**src/hw/rtl/wsfe_pkg.sv**
```systemverilog
// shared types, constants and header helpers for the websocket frame encoder
// no dependencies; imported by the front end, queue, back end and top level
package wsfe_pkg;

   localparam int CMD_DEPTH_DEF = 4;
   localparam int LEN_W         = 63;
   localparam int KEY_W         = 32;
   localparam int BYTE_W        = 8;
   localparam int HDR_IDX_W     = 4;
   localparam int HDR_MAX_BYTES = 14;

   localparam logic [7:0] FIN_BIT   = 8'h80;
   localparam logic [7:0] MASK_BIT  = 8'h80;
   localparam logic [6:0] MID_CODE  = 7'd126;
   localparam logic [6:0] LONG_CODE = 7'd127;
   localparam logic [LEN_W-1:0] SHORT_MAX = LEN_W'(125);
   localparam logic [LEN_W-1:0] MID_MAX   = LEN_W'(16'hFFFF);

   typedef enum logic [1:0] {
      FMT_SHORT,
      FMT_MID,
      FMT_LONG
   } fmt_type;

   typedef enum logic {
      CMD_HDR,
      CMD_DATA
   } cmd_kind_type;

   // one queued command from front to back
   typedef struct packed {
      cmd_kind_type     kind;
      fmt_type          fmt;
      logic             empty_frame;
      logic [3:0]       opcode;
      logic [LEN_W-1:0] len;
      logic [KEY_W-1:0] key;
      logic [7:0]       data;
      logic             frame_end;
      logic             out_of_frame;
   } cmd_type;

   function automatic logic [7:0] key_byte(input logic [KEY_W-1:0] key,
                                           input logic [1:0] phase);
      logic [7:0] b;
      unique case (phase)
         2'd0: b = key[31:24];
         2'd1: b = key[23:16];
         2'd2: b = key[15:8];
         default: b = key[7:0];
      endcase
      return b;
   endfunction

   function automatic logic [HDR_IDX_W-1:0] hdr_last_idx(input fmt_type fmt);
      logic [HDR_IDX_W-1:0] r;
      unique case (fmt)
         FMT_SHORT: r = HDR_IDX_W'(5);
         FMT_MID:   r = HDR_IDX_W'(7);
         FMT_LONG:  r = HDR_IDX_W'(13);
         default:   r = HDR_IDX_W'(13);
      endcase
      return r;
   endfunction

   // header byte at position idx, first byte on the wire is position 0
   function automatic logic [7:0] hdr_byte(input cmd_type c,
                                           input logic [HDR_IDX_W-1:0] idx);
      logic [8*HDR_MAX_BYTES-1:0] hdr;
      logic [7:0]                 b0;
      b0 = FIN_BIT | {4'd0, c.opcode};
      unique case (c.fmt)
         FMT_SHORT: hdr = {b0, MASK_BIT | {1'b0, c.len[6:0]}, c.key, 64'd0};
         FMT_MID:   hdr = {b0, MASK_BIT | {1'b0, MID_CODE}, c.len[15:0], c.key, 48'd0};
         FMT_LONG:  hdr = {b0, MASK_BIT | {1'b0, LONG_CODE}, 1'b0, c.len, c.key};
         default:   hdr = {b0, MASK_BIT | {1'b0, LONG_CODE}, 1'b0, c.len, c.key};
      endcase
      return hdr[8*(HDR_MAX_BYTES-1-int'(idx)) +: 8];
   endfunction

endpackage

```
**src/hw/rtl/wsfe_front.sv**
```systemverilog
// front end: takes request words, keeps frame state, masks payload bytes
// depends on wsfe_pkg; feeds wsfe_cmd_fifo
module wsfe_front (
   input  logic                          clock,
   input  logic                          reset,
   input  logic                          accept,
   input  logic                          req_func,
   input  logic [3:0]                    req_opcode,
   input  logic [wsfe_pkg::LEN_W-1:0]    req_frame_length,
   input  logic [wsfe_pkg::KEY_W-1:0]    req_frame_mask,
   input  logic [wsfe_pkg::BYTE_W-1:0]   req_payload_byte,
   output wsfe_pkg::cmd_type             cmd
);
   import wsfe_pkg::*;

   logic [KEY_W-1:0] key_ff, key_in;
   logic [1:0]       phase_ff, phase_in;
   logic [LEN_W-1:0] left_ff, left_in;
   logic             open_ff, open_in;
   logic             last_byte;

   assign last_byte = (left_ff == LEN_W'(1));

   always_comb begin
      key_in   = key_ff;
      phase_in = phase_ff;
      left_in  = left_ff;
      open_in  = open_ff;

      cmd              = '0;
      cmd.opcode       = req_opcode;
      cmd.len          = req_frame_length;
      cmd.key          = req_frame_mask;
      cmd.empty_frame  = (req_frame_length == '0);
      if (req_frame_length <= SHORT_MAX) begin
         cmd.fmt = FMT_SHORT;
      end else if (req_frame_length <= MID_MAX) begin
         cmd.fmt = FMT_MID;
      end else begin
         cmd.fmt = FMT_LONG;
      end

      if (!req_func) begin
         cmd.kind = CMD_HDR;
         if (accept) begin
            key_in   = req_frame_mask;
            phase_in = 2'd0;
            left_in  = req_frame_length;
            open_in  = (req_frame_length != '0);
         end
      end else if (!open_ff) begin
         // stray payload byte: flagged and dropped
         cmd.kind         = CMD_DATA;
         cmd.out_of_frame = 1'b1;
      end else begin
         cmd.kind      = CMD_DATA;
         cmd.data      = req_payload_byte ^ key_byte(key_ff, phase_ff);
         cmd.frame_end = last_byte;
         if (accept) begin
            phase_in = phase_ff + 2'd1;
            left_in  = left_ff - LEN_W'(1);
            if (last_byte) begin
               open_in = 1'b0;
            end
         end
      end
   end

   always_ff @(posedge clock) begin
      if (reset) begin
         key_ff   <= '0;
         phase_ff <= '0;
         left_ff  <= '0;
         open_ff  <= 1'b0;
      end else begin
         key_ff   <= key_in;
         phase_ff <= phase_in;
         left_ff  <= left_in;
         open_ff  <= open_in;
      end
   end

endmodule

```
**src/hw/rtl/wsfe_cmd_fifo.sv**
```systemverilog
// short command queue between front end and header sequencer
// depends on wsfe_pkg for the command type
module wsfe_cmd_fifo #(
   parameter int DEPTH = wsfe_pkg::CMD_DEPTH_DEF
) (
   input  logic              clock,
   input  logic              reset,
   input  logic              wr_en,
   input  wsfe_pkg::cmd_type wr_data,
   output logic              full,
   input  logic              rd_en,
   output wsfe_pkg::cmd_type rd_data,
   output logic              not_empty
);
   import wsfe_pkg::*;

   localparam int PTR_W = (DEPTH > 1) ? $clog2(DEPTH) : 1;
   localparam int CNT_W = $clog2(DEPTH + 1);

   cmd_type          mem_ff [DEPTH];
   logic [PTR_W-1:0] wr_ptr_ff, wr_ptr_in;
   logic [PTR_W-1:0] rd_ptr_ff, rd_ptr_in;
   logic [CNT_W-1:0] count_ff, count_in;
   logic             do_wr, do_rd;

   assign full      = (count_ff == CNT_W'(DEPTH));
   assign not_empty = (count_ff != '0);
   assign do_wr     = wr_en && !full;
   assign do_rd     = rd_en && not_empty;
   assign rd_data   = mem_ff[rd_ptr_ff];

   always_comb begin
      wr_ptr_in = wr_ptr_ff;
      rd_ptr_in = rd_ptr_ff;
      count_in  = count_ff;
      if (do_wr) begin
         wr_ptr_in = (wr_ptr_ff == PTR_W'(DEPTH - 1)) ? '0 : wr_ptr_ff + PTR_W'(1);
      end
      if (do_rd) begin
         rd_ptr_in = (rd_ptr_ff == PTR_W'(DEPTH - 1)) ? '0 : rd_ptr_ff + PTR_W'(1);
      end
      if (do_wr && !do_rd) begin
         count_in = count_ff + CNT_W'(1);
      end else if (do_rd && !do_wr) begin
         count_in = count_ff - CNT_W'(1);
      end
   end

   always_ff @(posedge clock) begin
      if (do_wr) begin
         mem_ff[wr_ptr_ff] <= wr_data;
      end
   end

   always_ff @(posedge clock) begin
      if (reset) begin
         wr_ptr_ff <= '0;
         rd_ptr_ff <= '0;
         count_ff  <= '0;
      end else begin
         wr_ptr_ff <= wr_ptr_in;
         rd_ptr_ff <= rd_ptr_in;
         count_ff  <= count_in;
      end
   end

endmodule

```
**src/hw/rtl/wsfe_back.sv**
```systemverilog
// back end: walks header bytes one per cycle while no result waits unpopped
// and drives the result register; depends on wsfe_pkg, reads wsfe_cmd_fifo
module wsfe_back (
   input  logic                         clock,
   input  logic                         reset,
   input  logic                         cmd_valid,
   input  wsfe_pkg::cmd_type            cmd,
   output logic                         cmd_pop,
   input  logic                         pop,
   output logic                         empty,
   output logic [wsfe_pkg::BYTE_W-1:0]  rsp_out_byte,
   output logic                         rsp_run_last,
   output logic                         rsp_frame_end,
   output logic                         rsp_out_of_frame
);
   import wsfe_pkg::*;

   logic [HDR_IDX_W-1:0] idx_ff, idx_in;
   logic                 valid_ff, valid_in;
   logic [7:0]           byte_ff, byte_in;
   logic                 last_ff, last_in;
   logic                 fend_ff, fend_in;
   logic                 oof_ff, oof_in;
   logic                 adv, hdr_last;

   assign adv      = !valid_ff || pop;
   assign hdr_last = (idx_ff == hdr_last_idx(cmd.fmt));

   always_comb begin
      idx_in   = idx_ff;
      valid_in = valid_ff && !pop;
      byte_in  = byte_ff;
      last_in  = last_ff;
      fend_in  = fend_ff;
      oof_in   = oof_ff;
      cmd_pop  = 1'b0;
      if (adv && cmd_valid) begin
         valid_in = 1'b1;
         unique case (cmd.kind)
            CMD_DATA: begin
               byte_in = cmd.data;
               last_in = 1'b1;
               fend_in = cmd.frame_end;
               oof_in  = cmd.out_of_frame;
               cmd_pop = 1'b1;
            end
            default: begin
               byte_in = hdr_byte(cmd, idx_ff);
               last_in = hdr_last;
               fend_in = hdr_last && cmd.empty_frame;
               oof_in  = 1'b0;
               if (hdr_last) begin
                  cmd_pop = 1'b1;
                  idx_in  = '0;
               end else begin
                  idx_in = idx_ff + HDR_IDX_W'(1);
               end
            end
         endcase
      end
   end

   always_ff @(posedge clock) begin
      if (reset) begin
         idx_ff   <= '0;
         valid_ff <= 1'b0;
      end else begin
         idx_ff   <= idx_in;
         valid_ff <= valid_in;
      end
      byte_ff <= byte_in;
      last_ff <= last_in;
      fend_ff <= fend_in;
      oof_ff  <= oof_in;
   end

   assign empty            = !valid_ff;
   assign rsp_out_byte     = byte_ff;
   assign rsp_run_last     = last_ff;
   assign rsp_frame_end    = fend_ff;
   assign rsp_out_of_frame = oof_ff;

endmodule

```
**src/hw/rtl/websocket_frame_encoder.sv**
```systemverilog
// top level of the client-side websocket frame encoder
// depends on wsfe_pkg, wsfe_front, wsfe_cmd_fifo and wsfe_back
//
// Client-side websocket frame encoder. A start word (req_func 0) opens a frame and
// yields its header as a run of result words: the opcode byte with fin set, the
// length byte with the mask bit (7-bit length, or 126 and a 16-bit big-endian
// length, or 127 and a 64-bit big-endian length), then the four key bytes, first
// key byte from bits 31..24. That is 6, 8 or 14 result words. A payload word
// (req_func 1) yields one word, the byte xor-ed with the next key byte, and
// rsp_frame_end marks the byte that completes the frame (an empty frame marks its
// last key byte). A payload word with no frame open yields one word with
// rsp_out_of_frame set and byte 0; the payload byte is dropped. A start while a
// frame is open abandons it. Timing: a request word is taken whenever the
// command queue (CMD_DEPTH entries) has room; the result side delivers one
// word per cycle while pop keeps the result register free, so payload words
// stream at one per cycle and a start word holds the header sequencer for its
// 6, 8 or 14 header words. A taken word goes to the queue, then from its head
// into a single output register on the rsp_ ports, where results wait.
module websocket_frame_encoder #(
   parameter int CMD_DEPTH = wsfe_pkg::CMD_DEPTH_DEF
) (
   input  logic                         clock,
   input  logic                         reset,
   // request side
   input  logic                         push,
   output logic                         full,
   input  logic                         req_func,
   input  logic [3:0]                   req_opcode,
   input  logic [wsfe_pkg::LEN_W-1:0]   req_frame_length,
   input  logic [wsfe_pkg::KEY_W-1:0]   req_frame_mask,
   input  logic [wsfe_pkg::BYTE_W-1:0]  req_payload_byte,
   // result side
   output logic                         empty,
   input  logic                         pop,
   output logic [wsfe_pkg::BYTE_W-1:0]  rsp_out_byte,
   output logic                         rsp_run_last,
   output logic                         rsp_frame_end,
   output logic                         rsp_out_of_frame
);
   import wsfe_pkg::*;

   // command passed from the front end into the queue
   cmd_type front_cmd;
   // command at the head of the queue
   cmd_type head_cmd;
   logic    accept;
   logic    head_valid;
   logic    head_pop;

   // a word is taken whenever the queue has room
   assign accept = push && !full;

   // frame state and payload masking
   wsfe_front u_front (
      .clock            (clock),
      .reset            (reset),
      .accept           (accept),
      .req_func         (req_func),
      .req_opcode       (req_opcode),
      .req_frame_length (req_frame_length),
      .req_frame_mask   (req_frame_mask),
      .req_payload_byte (req_payload_byte),
      .cmd              (front_cmd)
   );

   // decouples request acceptance from header expansion
   wsfe_cmd_fifo #(
      .DEPTH (CMD_DEPTH)
   ) u_cmd_fifo (
      .clock     (clock),
      .reset     (reset),
      .wr_en     (push),
      .wr_data   (front_cmd),
      .full      (full),
      .rd_en     (head_pop),
      .rd_data   (head_cmd),
      .not_empty (head_valid)
   );

   // header sequencer and result register
   wsfe_back u_back (
      .clock            (clock),
      .reset            (reset),
      .cmd_valid        (head_valid),
      .cmd              (head_cmd),
      .cmd_pop          (head_pop),
      .pop              (pop),
      .empty            (empty),
      .rsp_out_byte     (rsp_out_byte),
      .rsp_run_last     (rsp_run_last),
      .rsp_frame_end    (rsp_frame_end),
      .rsp_out_of_frame (rsp_out_of_frame)
   );

endmodule

```
**config.mk**
```make
export PLATFORM = sky130hd
export DESIGN_NAME = websocket_frame_encoder
export DESIGN_NICKNAME = d
export VERILOG_FILES = /design/src/hw/rtl/wsfe_pkg.sv /design/src/hw/rtl/wsfe_front.sv /design/src/hw/rtl/wsfe_cmd_fifo.sv /design/src/hw/rtl/wsfe_back.sv /design/src/hw/rtl/websocket_frame_encoder.sv
export SDC_FILE = /design/constraint.sdc
export NUM_CORES = 1
export LEC_CHECK = 0
export ABC_AREA = 1
export CAP_MARGIN = 25
export CORE_MARGIN = 2
export CORE_UTILIZATION = 50
export DETAILED_ROUTE_END_ITERATION = 10
export DONT_BUFFER_PORTS = 1
export MAX_ROUTING_LAYER = met4
export SYNTH_ARGS = -nofsm -noshare
export SYNTH_HDL_FRONTEND = slang
export SYNTH_HIERARCHICAL = 1
export SYNTH_SLANG_ARGS = --single-unit
```
**constraint.sdc**
```tcl
create_clock -name clock -period 15.44 [get_ports clock]
set_input_delay 0 -clock clock [delete_from_list [all_inputs] [get_ports clock]]
set_output_delay 0 -clock clock [all_outputs]
set_load 0.01 [all_outputs]
```
======== Word level (Yosys, flattened, before mapping) ========
Memories as Yosys holds them, arrays and structs flattened. A register that Yosys moved wholly into a read port is not among the register bits.
Index checks and enable logic that the tools add are counted.
operators by class
  $add $sub $neg .......................... 8
  $mul .................................... 0
  div/mod/pow operators ................... 0
  order comparisons ....................... 2
  eq/ne operators ......................... 10
  shifts and indexed selects .............. 1
  multiplexer cells ....................... 41
  bitwise logic cells ..................... 3
  reduce and logical (&&, ||, !) cells .... 23
operator list
  kind                                                              count
  two-way mux 63 bit                                                4
  two-way mux 112 bit                                               2
  case mux 103 bit (2 select lines)                                 1
  variable part select 112 x 32 -> 8 bit                            1
  equality test 63 x 1 -> 1 bit, second input constant              1
  less-or-equal comparator 63 x 16 -> 1 bit, second input constant  1
  less-or-equal comparator 63 x 7 -> 1 bit, second input constant   1
  zero test 63 bit                                                  1
  nonzero test 63 bit                                               1
  subtractor 63 x 1 -> 63 bit, second input constant                1
  two-way mux 8 bit                                                 3
  case mux 8 bit (3 select lines)                                   1
  two-way mux 2 bit                                                 10
  two-way mux 1 bit                                                 14
  two-way mux 10 bit                                                1
  two-way mux 9 bit                                                 1
  case mux 4 bit (2 select lines)                                   1
  bitwise XOR 8 bit                                                 1
  logical AND 1 bit                                                 7
  adder 2 x 1 -> 2 bit, second input constant                       3
  equality test 2 bit, second input constant                        3
  two-way mux 3 bit                                                 2
  zero test 1 bit                                                   5
  subtractor 4 x 4 -> 5 bit, first input constant                   1
  15 further kinds                                                  21
storage, ports and cells
  register bits ........................... 121
  latch bits .............................. 0
  RAM bits ................................ 452
  bits in read-only memories .............. 0
  bits of input ports ..................... 112
  output and inout bits ................... 13
  word-level logic and storage cells ...... 102
  memories ................................ 1
memory list
  name               words  width  rd ports  clocked after memory_dff  write ports  RTL line             RTL
  u_cmd_fifo.mem_ff  4      113    1         1                         1            wsfe_cmd_fifo.sv:20  cmd_type mem_ff [DEPTH];

======== Logic depth before layout (Yosys ltp) ========
Gate-level depths: netlist of the first run.
  word-level depth ........................ 10
  mapped depth ............................ 23
  mapped depth without buffers ............ 19

======== Hierarchy ========
The synthesis of the first run kept the hierarchy.
by module, submodules not included
  module                   times used  cells each  area each (um^2)  seq. area each (um^2)
  wsfe_cmd_fifo            1           1,162       17,209.0          13,753.2
  wsfe_front               1           1,332       7,746.2           1,961.9
  wsfe_back                1           529         2,757.6           430.4
  websocket_frame_encoder  1           2           10.0              0.0

======== Least setup slack after synthesis of the first run ========
No wires, ideal clock.
  path kind ............................... reg-to-reg
  start ................................... register u_cmd_fifo.count_ff[0]
  end ..................................... memory u_cmd_fifo/mem_ff[0][0] (netlist name) (enable)
  setup time .............................. 587 ps
  data arrival time ....................... 5,392 ps
  required time ........................... 14,853 ps
  path slack .............................. 9,462 ps
  cell stages (with the launch flop) ...... 5
  path buffers ............................ 0
  clock period less this slack ............ 5,978 ps
  path through ............................ dfxtp_1 -> nor2_1 -> nand2_1 -> nand2_1 -> nor2_1
on the way
  cells in the longest elaborated chain, start to end .. 5
ends and longest elaborated chain
  what                                     RTL line             RTL
  start: declaration                       wsfe_cmd_fifo.sv:23  logic [CNT_W-1:0] count_ff, count_in;
  start signal: assignment                 wsfe_cmd_fifo.sv:63  count_ff <= count_in;
  equality test 3 bit                      wsfe_cmd_fifo.sv:26  assign full = (count_ff == CNT_W'(DEPTH));
  zero test 1 bit                          wsfe_cmd_fifo.sv:28  assign do_wr = wr_en && !full;
  logical AND 1 bit                        wsfe_cmd_fifo.sv:28
  two-way mux 1 bit                        wsfe_cmd_fifo.sv:50  if (do_wr) begin
  two-way mux 1 bit (not written as such)  wsfe_cmd_fifo.sv:51  mem_ff[wr_ptr_ff] <= wr_data;
  end: declaration                         wsfe_cmd_fifo.sv:20
No other way between the ends.

==> flow_summary.toml, run 1 <==
[global_route]
grt_usage_pct = 31.47
grt_start_max_net_pins = 89
gr-total-overflow = 0
grt_pass1_wl_mm = 129.0
antenna_found_initial = 6
grt_pass1_vias = 19984

[setup_path]
cp_slowest_cell = "buf_4"
path_max_fanout = 60
path_class = "flip-flop to flip-flop"
arrival_ps = 5510
critPathLaunchType = "flip-flop"
worstPathCellList = "clkinv_2 > buf_4 > buf_4 > o21ai_0 > o22ai_1 > inv_1 > a21oi_1 > nand2_1 > ha_1 > xor2_1 > nor2_1 > dlygate4sd3_1"
cp.required_ps = 15940
crit_top_cell = "buf_4"
max_stage_delay_ps = 680
endpoint_kind = "flip-flop"

[layout]
syn_to_final_growth_pct = 10.32
fill_cells = 4916
finalNonFillerCells = 3794
fin_area_mm2 = 0.03058
layout_commonest_cell = "nand2_1"
fin_nets = 3119
drive_above_1_share_pct = 5.594
final_cell_mix = "nand2_1 (648), nor2_1 (518), edfxtp_1 (463), o21ai_0 (300), inv_1 (164)"

[timing]
maxSlewHeadroom_pct = 29.64
fmax_ghz = 0.1995
setup_viol = 0
finalCritPeriodShare_pct = 32.46
rsz0062_at_grt = "no"
tns_ps = 0
slew_violations = 0
hold_violations = 0
layout_min_cycle_time_ps = 5012
fin_skew_ps = 22.20
worstMarginPinSlew_ps = 1054
hold_ws_ps = 60.81

[floorplanning]
die-area_mm2 = 0.05735
fp.coreArea_mm2 = 0.05499
ioPinCount = 125
dieWidth_um = 239.5
die_h_um = 239.5
initial_core_util_pct = 50.42
rows = 86

[pwr]
pwr_density_cell_mw_per_mm2 = 185.2
switching_share_pct = 42.13
p_int_mw = 3.278
combPwrFrac_pct = 39.5
clkPwrFrac_pct = 24.6
p_seq_share_pct = 35.9
ir_drop_v = 0.0001203
p_switching_mw = 2.386
cellLeakagePower_nw = 11.52

[synth]
ys_types = 47
postSynthCellCount = 3025
netlist_area_mm2 = 0.02772
synth_fp_nets = 3153
avgSynthCellArea_um2 = 9.165
synth_warnings = 6
ys_ff_latch = 575
ys_seq_area_share_pct = 58.24

[detailed_routing]
viasPerCell = 5.717
route.vias.total = 21689
drt-met1-wl_mm = 39.42
wl_per_cell_um = 23.12
drt_iter0_drc = 2503
drc_errors = 0
wl_met3_mm = 7.468
dr.pass1.iters = 5
wl_met2_mm = 38.33
finalWirelength_mm = 87.72
ant_nets = 0
highest_layer = "met4"

[clocking]
cts_sinks = 575
root_buffer = "clkbuf_16"
clk_latency_ps = 630
tritoncts = "yes"
numCtsBuffers = 58
clk_pin_slew_ps = 60
cts_max_level = 2
cts.path.max_buffers = 3

[place]
place_area_mm2 = 0.02733
gp_congestion = 0.9739
port_buffers = 0
post-dp-hpwl_mm = 57.90
dp.cells = 3548

[min_path]
hold_path.class = "input pin to flip-flop"

[flow_run]
drv_cap = 0

[outcome]
status = "complete, no violations"
[worst max-delay path: cells and delay by family (launching register included)]
kind | cells | cell delay, ps
flops | 1 | 500
compound gates | 3 | 1360
buf+inv | 5 | 2270
fa+ha+maj | 1 | 340
simple gates | 2 | 200
xor+xnor | 1 | 160
[power by group through the flow]
| stage | sequential (mW) | clock (mW) | combinational [mW] |
|---|---|---|---|
| after floorplan | 2.00 | 0 | 1.53 |
| after global placement | 2.06 | 0 | 2.11 |
| after detailed placement | 2.06 | 0 | 2.13 |
| after CTS | 2.03 | 1.41 | 2.20 |
| after global routing | 2.05 | 1.48 | 2.44 |
| final | 2.04 | 1.39 | 2.24 |
[state kept, by name, indices dropped and copies added (netlist names), 2 cells and up, named ones only]
signal and cells:
u_cmd_fifo/mem_ff 452, u_front/left_ff 63, u_front/key_ff 32, u_back/rsp_out_byte 8
u_back/idx_ff 4, u_cmd_fifo/count_ff 3, u_cmd_fifo/rd_ptr_ff 2, u_cmd_fifo/wr_ptr_ff 2
u_front/phase_ff 2
[cells in the mapped netlist (all sizes together)]
cell / count / area (um^2)
nand2: 664 / 2562
nor2: 549 / 2198
edfxtp: 463 / 13900
o21ai: 337 / 1690
buf: 177 / 1319
inv: 174 / 663.1
o22ai: 131 / 819.5
a21oi: 126 / 634.4
nand3: 121 / 620.6
dfxtp: 112 / 2242
clkbuf: 71 / 266.5
o211ai: 18 / 135.1
ha: 15 / 187.7
nand4: 15 / 93.84
nor3: 11 / 55.05
a22o: 8 / 70.07
nand3b: 7 / 52.55
xor2: 6 / 52.55
a211oi: 3 / 22.52
a31oi: 3 / 18.77
or2: 3 / 18.77
and2: 2 / 12.51
nor3b: 2 / 20.02
xnor2: 2 / 17.52
a21boi: 1 / 7.510
clkinv: 1 / 3.750
fa: 1 / 20.02
nor4: 1 / 6.260
o2111ai: 1 / 8.760
[per-layer routing]
layer / up-vias / GRT usage, %
met5: - / -
met4: 0 / 8.883
met3: 132 / 6.903
met2: 905 / 45.07
met1: 10494 / 45.10
li1: 10158 / -
[through the flow]
step           power (mW)  setup slack (ps)  util, %
2_1_floorplan       3.530              9462        -
3_3_place_gp        4.176             10740    49.65
3_5_place_dp        4.194             10630    49.70
4_1_cts             5.644             10450    55.47
5_1_grt             5.967             10100    55.62
6_report            5.664             10430    55.62
[layout make-up]
type	instances	area, um^2	share of cell area [%]
flip-flops and latches	575	16150	52.82
diodes	7	17.52	0.05728
well taps	748	935.9	3.060
multi-input cells	2027	9376	30.66
clock inverters	25	271.5	0.8878
inverters	175	668.1	2.185
clock buffers	83	1587	5.188
repair buffers	154	1574	5.147
[logic make-up (layout without fill, tap and decap cells)]
| family | count (synthesis) | in the layout | synth area share (%) |
|---|---|---|---|
| adder cells (fa/ha/maj) | 16 | 16 | 0.7492 |
| flip-flops | 575 | 575 | 58.24 |
| AO/OA/AOI/OAI | 628 | 628 | 12.29 |
| buffers and inverters | 423 | 437 | 8.124 |
| AND/OR/NAND/NOR | 1375 | 1375 | 20.35 |
| other | 0 | 7 | 0 |
| XOR/XNOR | 8 | 8 | 0.2528 |
[path summary, 6_finish.rpt]
path	from	endpoint	slack [ps]	cells after the start
max	flip-flop	u_cmd_fifo/count_ff[0]	10430	12
min	req_frame_length[34]	u_cmd_fifo/mem_ff[0][111]	60	4
max reg2reg	flip-flop	u_cmd_fifo/count_ff[0]	10430	12
min reg2reg	u_front/left_ff[61]	u_front/left_ff[61]	490	2
[what timing repair did]
action,4_1_cts,5_1_grt
hold buffers,128,1
endpoints found under the hold margin,560,35
resized for setup,0,0
buffers inserted,0,0
(Power assumes the default switching activity.)
==> run 2: changes to the inputs <==
ABC_AREA = 0   (was 1)
PLACE_DENSITY = 0.68   (was unset)
clock period = 4.4 ns   (was 15.44 ns; I/O delays follow)
==> run 2 against run 1 <==
Hold slack got worse by 37 ps. Total power increased to 2.8 times the previous value. Largest power group is now sequential cells. Global-route usage decreased by 4.4 points. Worst setup slack got worse by 9400 ps.
==> flow_summary.toml, run 2 <==
[outcome]
status = "complete, no violations"

[synth]
ys_ff_latch = 575
synth_area_leaders = "edfxtp_1 (53%), mux4_2 (10%), dfxtp_1 (8.6%)"
synthMuxAreaShare_pct = 12.70
synth_compound_area_share_pct = 8.597
avgSynthCellArea_um2 = 13.76
ys_types = 83
synthSimpleGateAreaFrac_pct = 9.974
synth_fp_nets = 2024
synth_top_area_cell = "edfxtp_1"
netlist_area_mm2 = 0.02608
synth_fa_ha_area_share_pct = 0.7964
synth_common_cells = "edfxtp_1 (463), nand2_1 (171), mux4_2 (116)"
synth_edf_count = 463
yosysMostFrequentCell = "edfxtp_1"
synth_ff_type = "edfxtp_1"
synth_top_family_by_area = "multiplexers"
ys_seq_area_share_pct = 61.91
async_flop_share_pct = 0
synth_warnings = 6
synth_xor_area_share_pct = 0.4366
postSynthCellCount = 1896
synth.top_cell.area_share_pct = 53.31

[pwr]
finalPower_mw = 15.64
cellLeakagePower_nw = 9.315
ir_drop_v = 0.0003216
pwr_density_cell_mw_per_mm2 = 539.4

[timing]
fin_skew_ps = 50.33
rsz0062_at_grt = "no"
hold_violations = 0
layout_min_cycle_time_ps = 3384
slew_violations = 0
maxSlewHeadroom_pct = 35.57
worst_slack_ps = 1016
hold_ws_ps = 24.16
worstMarginPinSlew_ps = 966.5
fmax_ghz = 0.2955
finalCritPeriodShare_pct = 76.90
setup_viol = 0
tns_ps = 0

[clocking]
clk_latency_ps = 640
cts_sinks = 575
ctsResizeCount = 0
cts.path.max_buffers = 3
clk_pin_slew_ps = 60
cts_max_level = 2
tritoncts = "yes"
postCtsSetupBuffers = 0
numCtsBuffers = 58
root_buffer = "clkbuf_16"
ctsHoldBuffers = 115

[setup_path]
r2r_slack_ps = 1020
arrival_ps = 3910
worstPathCellList = "mux4_2 > xor2_1 > o31ai_1 > and3_4 > or2_2 > and2_1 > o31ai_1 > ha_1 > inv_1 > fa_1 > xor2_1 > or3_1 > a21oi_1"
crit_path_end = "u_cmd_fifo/count_ff[2]"
endpoint_kind = "flip-flop"
max_stage_delay_ps = 530
ff2ff_path_depth = 13
cp.required_ps = 4920
path_max_fanout = 6
cp_slowest_cell = "mux4_2"
timing.rr.end = "u_cmd_fifo/count_ff[2]"
path_class = "flip-flop to flip-flop"
critPathLaunchType = "flip-flop"

[global_route]
antenna_found_initial = 16
gr-total-overflow = 0
grt_usage_pct = 27.04
grt_start_max_net_pins = 120
grt_pass1_wl_mm = 105.1
grt_pass1_vias = 16117

[place]
post-dp-hpwl_mm = 45.12
dp.cells = 2385
gp_congestion = 0.9260
post-place-ws_ps = 1051
port_buffers = 0

[layout]
reg.largest.list = "u_cmd_fifo/mem_ff (452), u_front/left_ff (63), u_front/key_ff (32)"
largest_register_ffs = 452
regMostFlops = "u_cmd_fifo/mem_ff"
fill_cells = 4118
area.sequential_mm2 = 0.01616
fin_nets = 2008
multi_input_area_mm2 = 0.008519
finalNonFillerCells = 2625
layout_commonest_cell = "edfxtp_1"
syn_to_final_growth_pct = 11.20
drive_above_1_share_pct = 13.91
final_cell_mix = "edfxtp_1 (463), nand2_1 (171), mux4_2 (116), dlygate4sd3_1 (113), a21oi_1 (112)"

[detailed_routing]
viasPerCell = 6.351
finalWirelength_mm = 70.58
wl_per_cell_um = 26.89
drt_iter0_drc = 1947
drc_errors = 0
dr.pass1.iters = 6
route.vias.total = 16672
ant_nets = 0

[floorplanning]
dieWidth_um = 232.4
rows = 83
die-area_mm2 = 0.05400
fp.coreArea_mm2 = 0.05141
ioPinCount = 125
initial_core_util_pct = 50.73
die_h_um = 232.4

[flow_run]
drv_cap = 0

[min_path]
hold_path.class = "input pin to flip-flop"
run 2: how the worst min path moves through the flow:
stage / from / cells past startpoint / end / slack [ps]
floorplan: reset / 1 / u_back/idx_ff[3] / 70
global placement: reset / 1 / u_cmd_fifo/wr_ptr_ff[1] / 90
detailed placement: reset / 1 / u_cmd_fifo/wr_ptr_ff[1] / 100
CTS: push / 1 / u_cmd_fifo/mem_ff[2][79] / 10
global route: push / 1 / u_cmd_fifo/mem_ff[2][92] / 40
finish: push / 1 / u_cmd_fifo/mem_ff[2][92] / 20
run 2: metal layers:
metal | routed length (um) | track usage [%] | part of all wire, %
met2 | 33180 | 41.32 | 47
met1 | 30200 | 38.42 | 43
met3 | 6028 | 4.449 | 8.5
met4 | 1176 | 6.010 | 1.7
met5 | 0 | - | 0
run 2: cell families after synthesis:
group                    after synthesis
AO/OA/AOI/OAI                        350
adder cells (fa/ha/maj)               16
flip-flops                           575
XOR/XNOR                              13
AND/OR/NAND/NOR                      523
buffers and inverters                238
multiplexers                         181
run 2: where the power goes:
group / switching [mW] / total (mW) / internal, mW
Combinational: 2.30 / 3.81 / 1.51
Sequential: 0.390 / 6.93 / 6.54
Clock: 2.08 / 4.90 / 2.82
run 2: per-stage QoR:
step	utilization (%)	instance area (um^2)
floorplan	-	26080
global placement	50.32	25870
detailed placement	50.32	25870
CTS	56.33	28960
global route	56.40	28990
finish	56.42	29000
run 2: final cells by class:
type | count | area share [%]
sequential | 575 | 55.71
multi-input combinational | 1083 | 29.38
clock buffer | 73 | 5.268
timing repair buffer | 142 | 5.005
tap | 680 | 2.934
clock inverter | 34 | 1.290
inverter | 20 | 0.2632
antenna | 18 | 0.1553
run 2: worst max-delay path: cells and delay by family (launching register included):
kind                     cells  cell delay [ps]
XOR/XNOR                     2              340
multiplexers                 1              530
AO/OA/AOI/OAI                3              380
adder cells (fa/ha/maj)      2              660
AND/OR/NAND/NOR              4              960
buffers and inverters        1               60
flip-flops                   1              390
==> run 3: changes to the inputs <==
clock period = 3.1 ns   (was 4.4 ns; I/O delays follow)
==> run 3 against run 2 <==
The run now ends with setup timing left. Sequential share of layout area fell by 1.0 points. Utilization rose by 1.0 points. Count of clock-buffer cells in the layout rose by 6. Critical endpoint unchanged. Largest cell class unchanged. Highest routed layer unchanged.
==> flow_summary.toml, run 3 (synthesis gave the netlist of run 2 again) <==
[outcome]
status = "complete, but fails checks"
violations = "setup timing"

[place]
post-place-ws_ps = 36.42
post-dp-hpwl_mm = 46.12
port_buffers = 0
dp.cells = 2426
gp_congestion = 0.9125

[floorplanning]
ioPinCount = 125
dieWidth_um = 232.4
die-area_mm2 = 0.05400
rows = 83
die_h_um = 232.4
initial_core_util_pct = 50.73
fp.coreArea_mm2 = 0.05141

[timing]
maxSlewHeadroom_pct = 37.68
fmax_ghz = 0.3217
setup_viol = 1
rsz0062_at_grt = "yes"
slew_violations = 0
hold_ws_ps = 39.00
hold_violations = 0
fin_skew_ps = 26.30
finalCritPeriodShare_pct = 100.3
layout_min_cycle_time_ps = 3108
worst_slack_ps = -8.434
worstMarginPinSlew_ps = 926.2

[clocking]
clk_latency_ps = 620
tritoncts = "yes"
clk_pin_slew_ps = 70
numCtsBuffers = 58
cts_max_level = 2
cts.path.max_buffers = 3
root_buffer = "clkbuf_16"
cts_sinks = 575

[setup_path]
arrival_ps = 3640
crit_top_cell = "xor2_1"
critical-path-top-delay-family = "simple AND/OR/NAND/NOR gates"
path_max_fanout = 4
cp.required_ps = 3630
max_stage_delay_ps = 540
cp_slowest_cell = "mux4_2"
endpoint_kind = "flip-flop"
worstPathCellList = "mux4_2 > xor2_1 > o31ai_1 > and3_4 > or2_4 > and2_4 > o31ai_4 > ha_2 > inv_2 > fa_2 > xor2_1 > or3_1 > a21oi_1"
r2r_slack_ps = -8
path_class = "flip-flop to flip-flop"
critPathLaunchType = "flip-flop"
crit_buf_inv = 1

[detailed_routing]
drc_errors = 0
drt_iter0_drc = 2235
ant_nets = 0
finalWirelength_mm = 72.22
route.vias.total = 17045
dr.pass1.iters = 6
viasPerCell = 6.389
wl_per_cell_um = 27.07

[global_route]
gr-total-overflow = 0
busiest_layer = "met2"
grt_pass1_vias = 16361
antenna_found_initial = 14
grt_use_met2_pct = 41.91
grt_start_max_net_pins = 120
grt_usage_pct = 27.74
grt_util_met1_pct = 39.40
grt_pass1_wl_mm = 107.8
grt_util_met3_pct = 4.951

[layout]
syn_to_final_growth_pct = 13.26
largest_register_ffs = 452
final_core_util_pct = 57.46
finalNonFillerCells = 2668
reg.largest.list = "u_cmd_fifo/mem_ff (452), u_front/left_ff (63), u_front/key_ff (32)"
layout_commonest_cell = "edfxtp_1"
multi_input_area_mm2 = 0.008543
regMostFlops = "u_cmd_fifo/mem_ff"
fill_cells = 4006
final_cell_mix = "edfxtp_1 (463), nand2_1 (171), mux4_2 (116), dlygate4sd3_1 (114), a21oi_1 (112)"
fin_nets = 2051
drive_above_1_share_pct = 16.22
area.sequential_mm2 = 0.01616

[pwr]
finalPower_mw = 22.81
ir_drop_v = 0.0005336
pwr_density_cell_mw_per_mm2 = 772.1
cellLeakagePower_nw = 9.593

[flow_run]
drv_cap = 0

[min_path]
hold_path.class = "input pin to flip-flop"
-- run 3: cell count changes in the layout (fill, tap and decap cells not counted), sizes merged --
cell         delta
clkinv          -9
buf            +42
inv             +5
diode           -3
dlygate4sd3     +1
clkinvlp        +1
clkbuf          +6
-- run 3: cell type report --
| type | count | area share [%] |
|---|---|---|
| Antenna cell | 15 | 0.1271 |
| Clock buffer | 79 | 5.456 |
| Multi-Input combinational cell | 1083 | 28.92 |
| Timing Repair Buffer | 185 | 6.451 |
| Sequential cell | 575 | 54.70 |
| Tap cell | 680 | 2.880 |
| Inverter | 20 | 0.2584 |
| Clock inverter | 31 | 1.207 |
-- run 3: per-layer routing --
layer	vias to the layer above	routed length, um
li1	7414	-
met1	8657	30090
met2	875	33850
met3	99	6879
met4	0	1400
met5	-	0
-- run 3: path summary, 6_finish.rpt --
check,cells after the start,endpoint,start
hold reg to reg,2,u_front/key_ff[20],u_front/key_ff[20]
setup / recovery,13,u_cmd_fifo/count_ff[2],flip-flop
setup reg to reg,13,u_cmd_fifo/count_ff[2],flip-flop
hold / removal,4,u_cmd_fifo/mem_ff[3][111],req_frame_length[35]
-- run 3: report_power, final --
part / total, mW / switching (mW) / internal, mW
Sequential: 9.79 / 0.510 / 9.28
Clock: 7.19 / 3.01 / 4.18
Combinational: 5.83 / 3.41 / 2.42
Total: 22.8 / 6.93 / 15.9
-- run 3: stage by stage --
stage | instance area (um^2) | setup TNS (ps)
detailed placement | 26330 | 0
CTS | 29490 | 0
global route | 29530 | -192.2
finish | 29540 | -8.434
floorplan | 26130 | -137.4
global placement | 26330 | 0
-- run 3: what timing repair did --
action                                  CTS  global route
setup buffers                             0             1
gates resized for setup                   0             1
endpoints found under the setup margin    0             4
hold buffers                            116             0
endpoints found under the hold margin   683             0
-- run 3: worst min-delay path, stage by stage --
cell	delay, ps
nor4_1	40
nand4_1	80
nor3_1	90
inv_1	240
